==> config.mk <==
export PLATFORM = sky130hd
export DESIGN_NAME = dual_mode_range_prng_flat
export DESIGN_NICKNAME = d
export VERILOG_FILES = /design/src/dmrp_pkg.sv /design/src/dmrp_draw_if.sv /design/src/dmrp_result_if.sv /design/src/dmrp_div.sv /design/src/dmrp_dp.sv /design/src/dmrp_ctrl.sv /design/src/dual_mode_range_prng.sv /design/src/flat_wrapper.sv
export SDC_FILE = /design/constraint.sdc
export NUM_CORES = 2
export LEC_CHECK = 0
export ABC_AREA = 1
export BUFFER_PORTS_ARGS = -buffer_cell sky130_fd_sc_hd__buf_2
export CAP_MARGIN = 25
export CORE_ASPECT_RATIO = 1.5
export CORE_MARGIN = 3
export CORE_UTILIZATION = 32
export CTS_BUF_LIST = sky130_fd_sc_hd__clkbuf_4
export CTS_CLUSTER_SIZE = 10
export DETAILED_ROUTE_END_ITERATION = 8
export GPL_TIMING_DRIVEN = 0
export SKIP_LAST_GASP = 1
export SYNTH_ARGS = -nofsm -noshare
export SYNTH_HDL_FRONTEND = slang
export SYNTH_SLANG_ARGS = --single-unit
==> constraint.sdc <==
create_clock -name i_clk -period 7.8 [get_ports i_clk]
set_input_delay 1.56 -clock i_clk [delete_from_list [all_inputs] [get_ports i_clk]]
set_output_delay 1.56 -clock i_clk [all_outputs]
set_load 0.02 [all_outputs]
==> src/dmrp_pkg.sv <==
`timescale 1ns / 1ps
// ----------------------------------------------------------------------------
// dmrp_pkg
// Constants, codes and control types shared by the PRNG modules.
// ----------------------------------------------------------------------------
package dmrp_pkg;

    localparam int STATE_W    = 64;
    localparam int VALUE_W    = 32;
    localparam int SPAN_W     = 31;
    localparam int CFG_DATA_W = 64;
    localparam int DIVISOR_W  = 33;
    localparam int DIV_CNT_W  = 6;
    localparam int XS_REM_W   = 35;
    localparam int XS_STAGES  = 5;

    localparam logic [31:0]          LCG_MUL    = 32'd19004983;
    localparam logic [31:0]          LCG_ADD    = 32'd19004989;
    localparam logic [DIVISOR_W-1:0] XS_MOD     = 33'd7837654853;
    localparam logic [XS_REM_W-1:0]  XS_MOD_EXT = {2'b00, XS_MOD};
    // floor(2^64 / XS_MOD): quotient estimate from the top 32 bits
    localparam logic [31:0]          XS_RECIP   = 32'((65'd1 << 64) / {32'd0, XS_MOD});
    localparam int                   XS_SH_A    = 11;
    localparam int                   XS_SH_B    = 13;
    localparam int                   XS_SH_C    = 7;
    localparam logic [STATE_W-1:0]   SEED_RESET = 64'd6089;
    localparam logic [SPAN_W-1:0]    SPAN_RESET = 31'd10000;

    typedef enum logic [1:0] {
        CFG_MODE = 2'd0,
        CFG_SEED = 2'd1,
        CFG_MIN  = 2'd2,
        CFG_SPAN = 2'd3
    } t_cfg_idx;

    typedef enum logic [2:0] {
        S_IDLE,
        S_STEP,
        S_CSTART,
        S_CWAIT,
        S_SSTART,
        S_SWAIT,
        S_OUT
    } t_ctrl_state;

    typedef struct packed {
        logic step;
        logic xs_start;
        logic div_start;
        logic load_state_rem;
        logic load_out;
    } t_dp_cmd;

    typedef struct packed {
        logic mode;
        logic xs_busy;
        logic div_busy;
    } t_dp_status;

endpackage

==> src/dmrp_draw_if.sv <==
`timescale 1ns / 1ps
// ----------------------------------------------------------------------------
// dmrp_draw_if
// Request channel: one draw tick per item.
// ----------------------------------------------------------------------------
interface dmrp_draw_if;
    logic valid;
    logic ready;
    logic draw;

    modport source (output valid, output draw, input ready);
    modport sink   (input valid, input draw, output ready);
endinterface

==> src/dmrp_result_if.sv <==
`timescale 1ns / 1ps
// ----------------------------------------------------------------------------
// dmrp_result_if
// Result channel: one signed random value per item.
// ----------------------------------------------------------------------------
interface dmrp_result_if;
    logic                              valid;
    logic                              ready;
    logic signed [dmrp_pkg::VALUE_W-1:0] random_value;

    modport source (output valid, output random_value, input ready);
    modport sink   (input valid, input random_value, output ready);
endinterface

==> src/dmrp_div.sv <==
`timescale 1ns / 1ps
// ----------------------------------------------------------------------------
// dmrp_div
// Restoring remainder unit: 64-bit dividend, 33-bit divisor, one bit a cycle.
// ----------------------------------------------------------------------------
module dmrp_div (
    input  logic                            i_clk,
    input  logic                            i_rst_n,
    input  logic                            i_start,
    input  logic [dmrp_pkg::STATE_W-1:0]    i_dividend,
    input  logic [dmrp_pkg::DIVISOR_W-1:0]  i_divisor,
    output logic                            o_busy,
    output logic [dmrp_pkg::DIVISOR_W-1:0]  o_rem
);
    import dmrp_pkg::*;

    logic                   r_busy;
    logic [DIV_CNT_W-1:0]   r_cnt;
    logic [STATE_W-1:0]     r_dvd;
    logic [DIVISOR_W-1:0]   r_rem;
    logic [DIVISOR_W-1:0]   r_div;

    logic [DIVISOR_W:0]     w_shift;
    logic [DIVISOR_W:0]     w_sub;
    logic                   w_ge;
    logic [DIVISOR_W-1:0]   n_rem;

    always_comb begin
        w_shift = {r_rem, r_dvd[STATE_W-1]};
        w_ge    = (w_shift >= {1'b0, r_div});
        w_sub   = w_shift - {1'b0, r_div};
        // Below the divisor the shifted value fits the remainder width
        n_rem   = w_ge ? w_sub[DIVISOR_W-1:0] : w_shift[DIVISOR_W-1:0];
    end

    always_ff @(posedge i_clk) begin
        if (!i_rst_n) begin
            r_busy <= 1'b0;
            r_cnt  <= '0;
        end else if (i_start) begin
            r_busy <= 1'b1;
            r_cnt  <= '0;
        end else if (r_busy) begin
            r_cnt <= r_cnt + 1'b1;
            if (&r_cnt) begin
                r_busy <= 1'b0;
            end
        end
    end

    always_ff @(posedge i_clk) begin
        if (i_start) begin
            r_dvd <= i_dividend;
            r_rem <= '0;
            r_div <= i_divisor;
        end else if (r_busy) begin
            r_dvd <= {r_dvd[STATE_W-2:0], 1'b0};
            r_rem <= n_rem;
        end
    end

    assign o_busy = r_busy;
    assign o_rem  = r_rem;

endmodule

==> src/dmrp_dp.sv <==
`timescale 1ns / 1ps
// ----------------------------------------------------------------------------
// dmrp_dp
// Datapath: config registers, generator state, step logic, fixed-modulus
// reduction, span remainder unit and the result register.
// ----------------------------------------------------------------------------
module dmrp_dp (
    input  logic                             i_clk,
    input  logic                             i_rst_n,
    input  logic                             i_cfg_we,
    input  dmrp_pkg::t_cfg_idx               i_cfg_idx,
    input  logic [dmrp_pkg::CFG_DATA_W-1:0]  i_cfg_data,
    input  dmrp_pkg::t_dp_cmd                i_cmd,
    output dmrp_pkg::t_dp_status             o_status,
    output logic [dmrp_pkg::VALUE_W-1:0]     o_random_value
);
    import dmrp_pkg::*;

    logic                   r_mode;
    logic [VALUE_W-1:0]     r_min;
    logic [SPAN_W-1:0]      r_span;
    logic [STATE_W-1:0]     r_state;
    logic [VALUE_W-1:0]     r_out;
    logic [XS_STAGES-1:0]   r_xs_stg;
    logic [STATE_W-1:0]     r_xs_prod;
    logic [XS_REM_W-1:0]    r_xs_qm;
    logic [XS_REM_W-1:0]    r_xs_rem;

    logic [31:0]            w_lcg;
    logic [STATE_W-1:0]     w_xs1;
    logic [STATE_W-1:0]     w_xs2;
    logic [STATE_W-1:0]     w_xs3;
    logic [STATE_W-1:0]     n_step;
    logic [XS_REM_W-1:0]    w_xs_qm;
    logic                   w_xs_busy;
    logic [DIVISOR_W-1:0]   w_xs_rem;
    logic [DIVISOR_W-1:0]   w_divisor;
    logic                   w_div_busy;
    logic [DIVISOR_W-1:0]   w_div_rem;
    logic [SPAN_W-1:0]      w_span_rem;

    always_comb begin
        w_lcg  = r_state[31:0] * LCG_MUL + LCG_ADD;
        w_xs1  = r_state ^ (r_state << XS_SH_A);
        w_xs2  = w_xs1 ^ (w_xs1 >> XS_SH_B);
        w_xs3  = w_xs2 ^ (w_xs2 << XS_SH_C);
        // Xorshift result still needs its modulo pass
        n_step = r_mode ? w_xs3 : {32'd0, w_lcg};
    end

    // Fixed modulus: estimate the quotient from the top word, take the low
    // bits of the difference, then trim with two compare-and-subtract steps
    assign w_xs_qm = {{(XS_REM_W-32){1'b0}}, r_xs_prod[STATE_W-1:32]} * XS_MOD_EXT;

    always_ff @(posedge i_clk) begin
        if (!i_rst_n) begin
            r_xs_stg <= '0;
        end else if (i_cmd.xs_start) begin
            r_xs_stg <= {{(XS_STAGES-1){1'b0}}, 1'b1};
        end else begin
            r_xs_stg <= {r_xs_stg[XS_STAGES-2:0], 1'b0};
        end
    end

    always_ff @(posedge i_clk) begin
        if (r_xs_stg[0]) begin
            r_xs_prod <= {32'd0, r_state[STATE_W-1:32]} * {32'd0, XS_RECIP};
        end
        if (r_xs_stg[1]) begin
            r_xs_qm <= w_xs_qm;
        end
        if (r_xs_stg[2]) begin
            r_xs_rem <= r_state[XS_REM_W-1:0] - r_xs_qm;
        end else if ((r_xs_stg[3] || r_xs_stg[4]) && (r_xs_rem >= XS_MOD_EXT)) begin
            r_xs_rem <= r_xs_rem - XS_MOD_EXT;
        end
    end

    assign w_xs_busy = |r_xs_stg;
    assign w_xs_rem  = r_xs_rem[DIVISOR_W-1:0];

    assign w_divisor = {2'b00, r_span};

    dmrp_div u_div (
        .i_clk      (i_clk),
        .i_rst_n    (i_rst_n),
        .i_start    (i_cmd.div_start),
        .i_dividend (r_state),
        .i_divisor  (w_divisor),
        .o_busy     (w_div_busy),
        .o_rem      (w_div_rem)
    );

    // A zero span gives a zero remainder
    assign w_span_rem = (r_span == '0) ? '0 : w_div_rem[SPAN_W-1:0];

    always_ff @(posedge i_clk) begin
        if (!i_rst_n) begin
            r_mode  <= 1'b0;
            r_min   <= '0;
            r_span  <= SPAN_RESET;
            r_state <= SEED_RESET;
        end else begin
            if (i_cfg_we) begin
                unique case (i_cfg_idx)
                    CFG_MODE: r_mode <= i_cfg_data[0];
                    CFG_SEED: r_state <= i_cfg_data;
                    CFG_MIN:  r_min <= i_cfg_data[VALUE_W-1:0];
                    CFG_SPAN: r_span <= i_cfg_data[SPAN_W-1:0];
                    default:  r_mode <= r_mode;
                endcase
            end else if (i_cmd.step) begin
                r_state <= n_step;
            end else if (i_cmd.load_state_rem) begin
                r_state <= {{(STATE_W-DIVISOR_W){1'b0}}, w_xs_rem};
            end
        end
    end

    always_ff @(posedge i_clk) begin
        if (i_cmd.load_out) begin
            r_out <= r_min + {1'b0, w_span_rem};
        end
    end

    assign o_status.mode     = r_mode;
    assign o_status.xs_busy  = w_xs_busy;
    assign o_status.div_busy = w_div_busy;
    assign o_random_value    = r_out;

endmodule

==> src/dmrp_ctrl.sv <==
`timescale 1ns / 1ps
// ----------------------------------------------------------------------------
// dmrp_ctrl
// Sequencer: steps the generator, runs the remainder passes and owns the
// result valid flag.
// ----------------------------------------------------------------------------
module dmrp_ctrl (
    input  logic                  i_clk,
    input  logic                  i_rst_n,
    input  logic                  i_in_valid,
    input  logic                  i_in_draw,
    output logic                  o_in_ready,
    output logic                  o_out_valid,
    input  logic                  i_out_ready,
    input  dmrp_pkg::t_dp_status  i_status,
    output dmrp_pkg::t_dp_cmd     o_cmd
);
    import dmrp_pkg::*;

    t_ctrl_state r_state;
    t_ctrl_state n_state;
    logic        r_out_valid;
    logic        n_out_valid;

    always_ff @(posedge i_clk) begin
        if (!i_rst_n) begin
            r_state     <= S_IDLE;
            r_out_valid <= 1'b0;
        end else begin
            r_state     <= n_state;
            r_out_valid <= n_out_valid;
        end
    end

    always_comb begin
        n_state    = r_state;
        o_cmd      = '0;
        o_in_ready = 1'b0;
        unique case (r_state)
            S_IDLE: begin
                o_in_ready = 1'b1;
                // An item without a draw tick is dropped
                if (i_in_valid && i_in_draw) begin
                    n_state = S_STEP;
                end
            end
            S_STEP: begin
                o_cmd.step = 1'b1;
                n_state    = i_status.mode ? S_CSTART : S_SSTART;
            end
            S_CSTART: begin
                o_cmd.xs_start = 1'b1;
                n_state        = S_CWAIT;
            end
            S_CWAIT: begin
                if (!i_status.xs_busy) begin
                    o_cmd.load_state_rem = 1'b1;
                    n_state              = S_SSTART;
                end
            end
            S_SSTART: begin
                o_cmd.div_start = 1'b1;
                n_state         = S_SWAIT;
            end
            S_SWAIT: begin
                if (!i_status.div_busy) begin
                    n_state = S_OUT;
                end
            end
            S_OUT: begin
                // Hold until the result register is free
                if (!r_out_valid || i_out_ready) begin
                    o_cmd.load_out = 1'b1;
                    n_state        = S_IDLE;
                end
            end
            default: n_state = S_IDLE;
        endcase
    end

    always_comb begin
        if (o_cmd.load_out) begin
            n_out_valid = 1'b1;
        end else if (i_out_ready) begin
            n_out_valid = 1'b0;
        end else begin
            n_out_valid = r_out_valid;
        end
    end

    assign o_out_valid = r_out_valid;

endmodule

==> src/dual_mode_range_prng.sv <==
`timescale 1ns / 1ps
// ----------------------------------------------------------------------------
// dual_mode_range_prng
// Range-limited PRNG with congruential and xorshift-modulo generators.
// ----------------------------------------------------------------------------
// Usage:
//   i_draw carries one item per request; an item whose draw bit is 0 is
//   accepted and dropped, with no result. Each item with draw set gives one
//   item on o_result: min_value plus the new state modulo span.
//   Configuration goes through i_cfg_we / i_cfg_idx / i_cfg_data while idle;
//   writing the seed reloads the generator state.
//   The span remainder runs in the one-bit-a-cycle remainder unit; mode 1
//   first reduces the xorshift state by the fixed modulus in a 5-stage
//   reciprocal-multiply unit. One item is in work at a time, so a new item
//   is taken only once the last one is through; i_draw.ready returns high
//   once the result is in the output register.
//   Reset (synchronous, active low) restores mode 0, seed 6089, minimum 0
//   and span 10000, and empties the output register.
//   A stalled receiver holds the result in the output register; the next
//   item is still accepted and worked on, and waits at the end for the
//   register to free up.
// ----------------------------------------------------------------------------
module dual_mode_range_prng (
    input  logic                             i_clk,
    input  logic                             i_rst_n,
    dmrp_draw_if.sink                        i_draw,
    dmrp_result_if.source                    o_result,
    input  logic                             i_cfg_we,
    input  dmrp_pkg::t_cfg_idx               i_cfg_idx,
    input  logic [dmrp_pkg::CFG_DATA_W-1:0]  i_cfg_data
);
    import dmrp_pkg::*;

    t_dp_cmd               w_cmd;
    t_dp_status            w_status;
    logic [VALUE_W-1:0]    w_random_value;

    dmrp_ctrl u_ctrl (
        .i_clk       (i_clk),
        .i_rst_n     (i_rst_n),
        .i_in_valid  (i_draw.valid),
        .i_in_draw   (i_draw.draw),
        .o_in_ready  (i_draw.ready),
        .o_out_valid (o_result.valid),
        .i_out_ready (o_result.ready),
        .i_status    (w_status),
        .o_cmd       (w_cmd)
    );

    dmrp_dp u_dp (
        .i_clk          (i_clk),
        .i_rst_n        (i_rst_n),
        .i_cfg_we       (i_cfg_we),
        .i_cfg_idx      (i_cfg_idx),
        .i_cfg_data     (i_cfg_data),
        .i_cmd          (w_cmd),
        .o_status       (w_status),
        .o_random_value (w_random_value)
    );

    assign o_result.random_value = w_random_value;

endmodule

==> src/flat_wrapper.sv <==
// flat-port wrapper written by rule: the top's interface ports become plain ports
module dual_mode_range_prng_flat import dmrp_pkg::*;
  (i_clk, i_rst_n, i_cfg_we, i_cfg_idx, i_cfg_data, i_draw_valid, i_draw_draw, i_draw_ready, o_result_valid, o_result_random_value, o_result_ready);
  dmrp_draw_if i_draw_i ();
  dmrp_result_if o_result_i ();
  input  logic i_clk;
  input  logic i_rst_n;
  input  logic i_cfg_we;
  input  dmrp_pkg::t_cfg_idx i_cfg_idx;
  input  logic [dmrp_pkg::CFG_DATA_W-1:0] i_cfg_data;
  input wire logic [$bits(i_draw_i.valid)-1:0] i_draw_valid;
  input wire logic [$bits(i_draw_i.draw)-1:0] i_draw_draw;
  output wire logic [$bits(i_draw_i.ready)-1:0] i_draw_ready;
  output wire logic [$bits(o_result_i.valid)-1:0] o_result_valid;
  output wire logic [$bits(o_result_i.random_value)-1:0] o_result_random_value;
  input wire logic [$bits(o_result_i.ready)-1:0] o_result_ready;
  assign i_draw_i.valid = i_draw_valid;
  assign i_draw_i.draw = i_draw_draw;
  assign i_draw_ready = i_draw_i.ready;
  assign o_result_valid = o_result_i.valid;
  assign o_result_random_value = o_result_i.random_value;
  assign o_result_i.ready = o_result_ready;
  dual_mode_range_prng u_core (.i_clk(i_clk), .i_rst_n(i_rst_n), .i_draw(i_draw_i), .o_result(o_result_i), .i_cfg_we(i_cfg_we), .i_cfg_idx(i_cfg_idx), .i_cfg_data(i_cfg_data));
endmodule
==> impl_results.rst <==
.. list-table::
   :header-rows: 1

   * - Metric
     - Value
   * - Total setup violations reported at the end of the flow
     - 0
   * - I/O pin total
     - 106
   * - Clock Pin Slew Worst Setup and Hold Paths
     - 70 ps
   * - Routed vias/inst
     - 4.953
   * - Primary FF master, synth
     - sky130_fd_sc_hd__edfxtp_1
   * - Worst slew pin tran
     - 1098 ps
   * - TritonCTS clock tree
     - built
   * - Post-Synthesis Cells
     - 6,861
   * - Iteration count of the initial detailed-routing pass
     - 6
   * - Share of cells above drive strength 1
     - 5.682%
   * - Final HPWL DP
     - 179,100 microns
   * - Achievable Freq
     - 134.0 MHz
   * - Share of cell area taken by muxes after synthesis
     - 0.01684%
   * - Critical path's largest stage delay
     - 1000 ps
   * - Synth top area share
     - 26.27%
   * - Net total in the final layout
     - 8,868
   * - Critical Path Sink Type
     - register
   * - Critical path cell sequence
     - inv_1 > fa_1 > fa_1 > fa_1 > fa_1 > inv_1 > fa_1 > fa_1 > inv_1 > fa_1 > inv_1 > ha_1 > a21oi_1 > o21ai_0 > a21oi_1 > a21boi_0 > nand3b_1 > nand3_1 > nand3_1 > nand2_1 > a21oi_1
   * - Max Cap Viol
     - 0
   * - Via count
     - 47,820
   * - Core Box Area
     - 0.1845 sq mm
   * - Depth of the most critical reg-to-reg path
     - 21
   * - Highest-delay cell along the critical path
     - sky130_fd_sc_hd__dfxtp_1
   * - Hold WC Path Type
     - reg -> reg
   * - Crit-path leading delay family
     - adder cells
   * - Unrepaired setup endpoints after global routing
     - no
   * - Die Ht
     - 533.9 microns
   * - Tcrit/Tclk final
     - 95.69%
   * - Number of max-slew violations in the final report
     - 0
   * - Cts-stage hold buffer count
     - 0
   * - Net Count, Synth
     - 8,606
   * - Routed length per placed instance
     - 21.44 microns
   * - Arrival @ worst endpoint
     - 8290 ps
   * - Overall fraction of global-route tracks in use
     - 21.91%
   * - Worst Min Path Start
     - u_core.u_dp.r_xs_stg[3]$_SDFF_PP0_
   * - Most used cell along the critical path
     - sky130_fd_sc_hd__fa_1
   * - Top cells by area in the synthesized netlist
     - sky130_fd_sc_hd__fa_1, sky130_fd_sc_hd__ha_1, sky130_fd_sc_hd__edfxtp_1, sky130_fd_sc_hd__inv_1, sky130_fd_sc_hd__dfxtp_1
   * - Mean instance size in the synthesized netlist
     - 8.664 sq um
   * - Number of endpoints with negative hold slack in the final report
     - 0
   * - CTS sink cnt
     - 406
   * - Area used by multi-input combinational logic
     - 0.04221 sq mm
   * - Critical Path Fanout Max
     - 10
   * - Clock latency on the worst-skew pair
     - 1030 ps
   * - Count of routing violations after the opening detailed-route iteration
     - 2,770
   * - Total overflow reported by the global router
     - 0
   * - Critical R2R Launch
     - u_core.u_dp.r_state[13]$_SDFFE_PN0P_
   * - Post-place setup slack
     - -583.0 ps
   * - Result of the run
     - complete, no violations
   * - Most common library cell in the layout ignoring fill and taps
     - sky130_fd_sc_hd__inv_1
   * - CP required
     - 8620 ps
   * - First-pass GRT wire length
     - 313,200 microns
   * - Dominant combinational cell family by area after synthesis
     - adder cells
   * - DIE AREA
     - 0.1911 sq mm
   * - Cell Rows
     - 193
   * - Reg2Reg Setup Slack
     - 340 ps
   * - Number of port buffers
     - 105
   * - Vias in the first global route
     - 51,740
   * - Floorplan die width
     - 357.9 microns
   * - Remaining antenna violation count after routing
     - 0
   * - Post-route minimum period
     - 7464 ps
   * - Final routed wirelength across all metal layers
     - 207,000 microns
   * - Count of distinct cell types in the synthesized netlist
     - 61
   * - Sequential area share after synthesis
     - 17.53%
   * - Instance count along the most critical hold path
     - 2
   * - Initial core utilization
     - 32.22%
   * - Number of stages on the worst setup path
     - 21
   * - Leading cell types in the layout, fill and taps excluded
     - sky130_fd_sc_hd__inv_1, sky130_fd_sc_hd__ha_1, sky130_fd_sc_hd__nand2_1
   * - Antenna violations before repair
     - 11
   * - H-Tree Level Count
     - 3
   * - Number of buffer and inverter stages on the critical path
     - 4
   * - Clock root cell
     - sky130_fd_sc_hd__clkbuf_4
   * - Largest net degree at the start of global routing
     - 64
   * - Share of the synthesized netlist area taken by xor and xnor gates
     - 4.567%
   * - Area taken by flip-flops and latches
     - 0.01043 sq mm
   * - Post-synthesis async set-or-reset flop share
     - 0%
   * - Total DRC errors in the routed layout
     - 0
   * - Kind of start point of the critical path
     - register
   * - Worst path setup slack after routing
     - 336.2 ps
   * - Area delta synth->final
     - 10.32%
   * - Critical path class
     - reg -> reg
   * - Yosys reg bits
     - 406
   * - Netlist area before placement
     - 0.05945 sq mm
   * - Simple-gate area share of the yosys netlist
     - 10.82%
   * - Final worst clock skew
     - 100.9 ps
   * - Cell type contributing the most total cell area after synthesis
     - sky130_fd_sc_hd__fa_1
   * - Slew HR
     - 26.69%
   * - Warning count from the yosys run
     - 0
   * - Number of enable-type register cells in the synthesized netlist
     - 229
   * - Number of CTS-inserted buffers
     - 106
   * - Share of the synthesized area in compound gates (AO/OA/AOI/OAI)
     - 10.52%
   * - Crit. Startpoint
     - u_core.u_dp.r_state[13]$_SDFFE_PN0P_
   * - CTS max path bufs
     - 3
   * - Fillcell total
     - 19,190
   * - Synthesized-area fraction occupied by adder cells
     - 45.06%
   * - Routability Congestion
     - 1.007
==> cell usage after synthesis (all sizes together), types with 2 or more instances <==
library cell     n
inv           1701
o221ai           7
xnor2          171
o21ai          397
o311ai           2
xor2           139
a21oi          446
o211ai          50
a21o            32
o31ai            4
nand3b           8
buf             24
nand4           34
nor4            28
nand3          161
ha             893
o2111ai         10
o21a            18
or2             16
dfxtp          177
edfxtp         229
o21bai          34
nand2          845
a221oi          36
a21boi          10
a31oi           23
a31o             3
o22ai           15
a211oi          10
and3             4
nor3b            3
nand2b           2
clkinv           2
nor2           417
clkbuf          80
nor3            42
fa             780
==> repair_timing <==
action	4_1_cts	5_1_grt
hold endpoints to repair	0	0
gates cloned	0	0
endpoints found under the setup margin	15	8
gates resized for setup	2	5
setup buffers	1	3
==> logic make-up after synthesis <==
family | count (synthesis)
DFF | 406
buffers and inverters | 1807
muxes | 1
AOI/OAI and AO/OA | 1103
adders and majority gates | 1673
xor gates and xnor gates | 310
and+or+nand+nor | 1561
==> through the flow <==
stage | instances | util (%) | instance area [sq um] | hold slack (ps) | setup TNS, ps
4_1_cts | 9649 | 35.51 | 65520 | 413.0 | 0
6_report | 9656 | 35.55 | 65580 | 420.5 | 0
3_3_place_gp | 9403 | 34.16 | 63020 | 415.0 | -4256
5_1_grt | 9655 | 35.55 | 65580 | 424.6 | 0
3_5_place_dp | 9447 | 34.72 | 64050 | 413.4 | -4403
2_1_floorplan | 6861 | - | 59450 | 403.0 | 0
==> area by class of cell <==
class | count | area share (%)
inverter | 1703 | 9.759
clock buffer | 142 | 1.626
sequential | 406 | 15.91
clock inverter | 59 | 0.5895
antenna | 3 | 0.01145
buffer | 103 | 0.6620
timing repair buffer | 155 | 2.433
tap | 2437 | 4.650
multi-input combinational | 4648 | 64.36
==> sequential cells by signal, summed over array words and instances (netlist names) <==
| signal | count |
|---|---|
| u_core.u_ctrl.r_state | 3 |
| u_core.u_dp.u_div.o_busy | 1 |
| u_core.u_dp.u_div.r_dvd | 64 |
| u_core.u_dp.u_div.r_div | 31 |
| u_core.u_dp.r_xs_stg | 5 |
| u_core.u_dp.u_div.o_rem | 33 |
| u_core.u_dp.r_xs_rem | 35 |
| u_core.u_dp.r_min | 32 |
| u_core.u_dp.r_mode | 1 |
| u_core.u_dp.r_state | 64 |
| u_core.u_dp.o_random_value | 32 |
| u_core.u_ctrl.o_out_valid | 1 |
| u_core.u_dp.u_div.r_cnt | 6 |
| u_core.u_dp.r_xs_prod | 32 |
| u_core.u_dp.r_xs_qm | 35 |
| u_core.u_dp.r_span | 31 |
==> final timing paths <==
kind | endpoint
min reg2reg | u_core.u_dp.r_xs_stg[4]$_SDFF_PP0_
max reg2reg | u_core.u_dp.r_state[27]$_SDFFE_PN0P_
min | u_core.u_dp.r_xs_stg[4]$_SDFF_PP0_
max | u_core.u_dp.r_state[27]$_SDFFE_PN0P_
==> per-layer routing <==
| metal | vias up | GRT usage [%] | wire (microns) |
|---|---|---|---|
| met5 | - | 0 | 43 |
| met4 | 6 | 15.18 | 17110 |
| met3 | 622 | 2.443 | 8802 |
| met2 | 1499 | 40.50 | 107500 |
| met1 | 23280 | 22.97 | 73620 |
| li1 | 22420 | - | - |
==> worst reg2reg max path: stages (launching register included) <==
cell and delay [ps]:
sky130_fd_sc_hd__dfxtp_1 1000, sky130_fd_sc_hd__inv_1 530, sky130_fd_sc_hd__fa_1 610, sky130_fd_sc_hd__fa_1 540, sky130_fd_sc_hd__fa_1 470, sky130_fd_sc_hd__fa_1 510
sky130_fd_sc_hd__inv_1 50, sky130_fd_sc_hd__fa_1 460, sky130_fd_sc_hd__fa_1 540, sky130_fd_sc_hd__inv_1 50, sky130_fd_sc_hd__fa_1 520, sky130_fd_sc_hd__inv_1 40
sky130_fd_sc_hd__ha_1 420, sky130_fd_sc_hd__a21oi_1 270, sky130_fd_sc_hd__o21ai_0 170, sky130_fd_sc_hd__a21oi_1 150, sky130_fd_sc_hd__a21boi_0 270, sky130_fd_sc_hd__nand3b_1 130
sky130_fd_sc_hd__nand3_1 190, sky130_fd_sc_hd__nand3_1 160, sky130_fd_sc_hd__nand2_1 160, sky130_fd_sc_hd__a21oi_1 80
Power is left out: the tool's default activity adds up to more than one toggle a clock period on the data nets, which glitch-free logic cannot reach.
